===== src/hdl/tdce_ram.sv =====
module tdce_ram #(
	parameter int WIDTH = 8,
	parameter int DEPTH = 256
) (
	input  logic                     clk,
	input  logic                     we,
	input  logic [$clog2(DEPTH)-1:0] addr,
	input  logic [WIDTH-1:0]         wdata,
	output logic [WIDTH-1:0]         rdata
);
	logic [WIDTH-1:0] mem [DEPTH];

	always_ff @(posedge clk) begin
		if (we)
			mem[addr] <= wdata;
		rdata <= mem[addr];
	end
endmodule

===== config.mk =====
export PLATFORM = sky130hd
export DESIGN_NAME = tdce_ram
export DESIGN_NICKNAME = d
export VERILOG_FILES = /design/src/hdl/tdce_ram.sv
export SDC_FILE = /design/constraint.sdc
export NUM_CORES = 2
export LEC_CHECK = 0
export BUFFER_PORTS_ARGS = -buffer_cell sky130_fd_sc_hd__buf_2
export CAP_MARGIN = 30
export CELL_PAD_IN_SITES_DETAIL_PLACEMENT = 1
export CELL_PAD_IN_SITES_GLOBAL_PLACEMENT = 1
export CORE_ASPECT_RATIO = 0.8
export CORE_MARGIN = 8
export CORE_UTILIZATION = 61
export DETAILED_ROUTE_END_ITERATION = 8
export GPL_TIMING_DRIVEN = 0
export PLACE_DENSITY_LB_ADDON = 0.1
export REMOVE_ABC_BUFFERS = 1
export SYNTH_ARGS = -nofsm -noshare
export SYNTH_HDL_FRONTEND = slang
export SYNTH_SLANG_ARGS = --single-unit

===== constraint.sdc =====
create_clock -name clk -period 4.06 [get_ports clk]
set_input_delay 0.203 -clock clk [delete_from_list [all_inputs] [get_ports clk]]
set_output_delay 0.203 -clock clk [all_outputs]
set_load 0.005 [all_outputs]

After elaboration in Yosys (flattened, before gate mapping)
Memories as Yosys holds them, arrays and structs flattened. A register that Yosys moved wholly into a read port is not among the register bits.
Cells that the tools add are included.
{"block": "totals", "memories": 1, "inputBits": 18, "reg_bits": 0, "ram_bits": 2048, "rom_bits": 0, "output_inout_bits": 8, "latch_bits": 0}
{"name": "mem", "depth": 256, "word_bits": 8, "read_ports": 1, "rd_clocked_by_memory_dff": 1, "wr": 1, "line_no": "11", "source": "logic [WIDTH-1:0] mem [DEPTH];"}
{"block": "classes", "multipliers": 0, "bitwise_logic": 0, "div_mod_pow": 0, "muxes": 2, "n_shift": 0, "n_eq_ne": 0, "magnitude_cmp": 0, "n_addsub": 0, "reduce_logical": 0}
{"cell": "$mux 1", "count": 2}

Longest topological paths before layout
{"block": "depth", "depth_word": 2, "ltp_mapped": 10, "mapped_depth_nobuf": 5}

Worst setup path after synthesis
OpenSTA, ideal clock, no wires.
{"block": "synth_path", "kind": "input to register", "startpoint": "input addr[1]", "endpoint": "memory mem[111][0] (enable)", "setup_ps": 370, "cell_stages": 9, "required_time_ps": 3690, "arrival_time_ps": 2052, "n_path_buf": 5, "slack_ps": 1638, "path_cell_list": "buf_2 -> clkbuf_1 -> clkbuf_1 -> nand2_1 -> buf_2 -> nor2_1 -> nand2_1 -> clkbuf_1 -> nor2_1"}
{"element": "start, declared", "line_no": "7", "source": "input logic [$clog2(DEPTH)-1:0] addr,"}
{"element": "end, declared", "line_no": "11"}
No word-level cell before the write port.

Final worst setup path
{"block": "layout_path", "startpoint": "input addr[1]", "endpoint": "memory mem[53][3] (enable)"}
No word-level cell before the write port.

==> impl_results.md <==
- Status: complete, but fails checks
- Failing checks: negative setup slack
- DP Cell Count: 5,167
- Clock latency on the worst-skew pair: 820 ps
- Hold Fails Final Rpt: 0
- Drt drc: 0
- Worst slew pin tran: 1070 ps
- Ports: 26
- Gr usage total: 0.282
- Maximum clock frequency: 238 MHz
- Max Root-Sink Buffers: 3
- Met1 Resource Use GR: 0.397
- RSZ-0062 raised after global routing: true
- Register area share after synthesis: 0.786
- Detailed Place HPWL: 117,000 um
- M2 GR Usage: 0.455
- Crit-path max FO: 109
- Compound-cell area share of the yosys netlist: 0.0362
- Syn Area/Cell: 22.1 um^2
- Vias after detailed routing: 37,800
- Leak: 0.0266 uW
- Internal: 33,400 uW
- Commonest non-fill, non-tap cell in the layout: edfxtp_1
- Vias per Instance: 6.84
- Max-cap violations: 0
- Final Setup Violations: 112
- Largest family of logic cells by synthesized area: multiplexers
- 1st-iter DRT viols: 4,803
- Multiplexer share of the synthesized area: 0.147
- XOR/XNOR Fraction of Synth Area: 0
- Die area: 140,000 um^2
- Crit path DAT: 4630 ps
- Share of layout cells above drive strength 1: 0.251
- Post-synthesis simple-gate area fraction: 0.0173
- Clock slew at reported path FFs: 60 ps
- Port bufs: 25
- CTS root buf: clkbuf_16
- Cell Pwr Density: 484 nW/um^2
- Yosys warning total: 0
- Comb power frac: 0.048
- Part of the power in registers: 0.552
- Required @ worst endpoint: 4490 ps
- Slew headroom: 0.286
- Filler cells: 9,630
- TNS Setup: -8060 ps
- Hold WS: 20.8 ps
- Drt total wl: 198,000 um
- CP Capture Type: flop
- Final ANT Viol Nets: 0
- Yosys reg bits: 2,056
- Final worst slack: -142 ps
- Library cells used by synthesis: 22
- Final period util: 1.04
- Chip Width: 417 um
- Initial core utilization: 0.616
- WL per Instance: 35.8 um
- # clock sinks: 2,056
- Net Sw Frac: 0.212
- Tmin final: 4200 ps
- Pin count of the biggest net entering global routing: 160
- First-pass GRT wire length: 284,000 um
- Die Height: 337 um
- Post-Layout Cell Count: 5,524
- Initial antenna violation count: 5
- Hold path start: wdata[1]
- Adder-cell area share of the yosys netlist: 0
- Post-CTS setup buffers: 0
- Skew final: 22.4 ps
- Most frequent cells in the layout: 2,048 x edfxtp_1, 512 x mux4_2, 256 x a22oi_1
- Synthesized cell area: 78,500 um^2
- Gp weighted congestion: 0.781
- Global route hottest layer: met2
- Kind of critical path: in -> reg
- Sw Pwr: 8990 uW
- H-tree depth: 4
- Clock Power Share: 0.400
- P&R area growth vs syn: 11.6%
- Mapped Cells: 3,547
- CTS Buf Count: 189
- Final Slew Violations: 0
- DR pass1 iterations: 5
- # nets final: 3,664
- CTS tree: built
- Worst Setup SP: addr[1]
- GR Layer Usage met3: 0.0547
- R2r startpoint: mem[91][7]$_DFFE_PP_
- Worst vdd ir: 0.487 mV
- CP Launch Type: primary input
- Worst Hold Class: in -> reg
- CORE AREA: 128,000 um^2
- Number of global-route vias before repair: 39,700
- Rows: 117
- Total global routing overflow: 0
[layer usage]
layer,vias to the layer above,wire [um]
met5,-,34
met4,4,6520
met3,330,17600
met2,1913,96100
met1,20300,77500
li1,15300,-
[final timing paths]
| kind | endpoint | slack, ps | cells past startpoint |
|---|---|---|---|
| max | mem[53][3]$_DFFE_PP_ | -140 | 8 |
| min | mem[187][1]$_DFFE_PP_ | 20 | 1 |
| max reg2reg | rdata[7]$_DFF_P_ | 1170 | 5 |
| min reg2reg | rdata[4]$_DFF_P_ | 1000 | 5 |
[what timing repair did]
item,in CTS,in global routing
endpoints found under the hold margin,581,0
setup endpoints to repair,73,432
cloned,1,1
gates resized for setup,6,33
hold buffers,7,0
[sequential cells by signal (all words and copies together), names as in the netlist]
name   cells
mem     2048
rdata      8
[synthesized netlist by cell type]
| library cell | count | area [um^2] |
|---|---|---|
| edfxtp_1 | 2048 | 61500 |
| mux4_2 | 512 | 11500 |
| a22oi_1 | 256 | 1920 |
| nor2_1 | 232 | 871 |
| clkbuf_1 | 145 | 544 |
| a21oi_1 | 128 | 641 |
| buf_2 | 36 | 180 |
| o41ai_1 | 32 | 280 |
| nor3_1 | 30 | 150 |
| nand2_1 | 28 | 105 |
| buf_1 | 19 | 71.3 |
| buf_4 | 16 | 120 |
| buf_6 | 16 | 180 |
| nand3_1 | 13 | 65.1 |
| dfxtp_1 | 8 | 160 |
| nand4_1 | 8 | 50.1 |
| nor2b_1 | 7 | 43.8 |
| nand2b_1 | 6 | 37.5 |
| and2_1 | 3 | 18.8 |
| or2_2 | 2 | 12.5 |
| inv_1 | 1 | 3.75 |
| or3_1 | 1 | 6.26 |
[critical path, stage by stage]
cell	delay, ps
buf_8	160
buf_16	260
buf_16	320
buf_16	340
nand2b_1	760
nor2_1	590
nand2_2	660
nor2_1	960
[cell type report]
cell class	count	area [um^2]	share of cell area
clock inverter	100	830	0.00947
timing repair buffer	140	1970	0.0225
sequential	2056	61700	0.704
multi-input combinational	1258	16000	0.183
tap	1725	2160	0.0246
antenna	2	5.00	0.0000571
inverter	1	3.75	0.0000428
clock buffer	242	4950	0.0565
[kinds of logic (layout without fill, tap and decap cells)]
group           Yosys count  in the layout
compound gates          416            416
buf+inv                 233            483
simple gates            330            330
other cells               0              2
flops                  2056           2056
mux                     512            512
[power groups by stage]
stage / Clock (uW) / Sequential (uW) / Combinational (uW)
4_1_cts: 17200 / 23400 / 2030
2_1_floorplan: 0 / 23900 / 807
3_5_place_dp: 0 / 23900 / 2000
5_1_grt: 17800 / 23400 / 2130
3_3_place_gp: 0 / 23900 / 2400
6_report: 17000 / 23400 / 2040
[through the flow]
stage	power (uW)	cell area, um^2	worst slack, ps	utilization
CTS	42600	87400	-59.7	0.686
finish	42400	87600	-142	0.687
global placement	26300	79700	-19430	0.625
global route	43300	87600	-92.4	0.687
floorplan	24700	77400	-2990	-
detailed placement	25900	81500	-1250	0.639
Note: power is estimated with default switching activity, not from simulation.
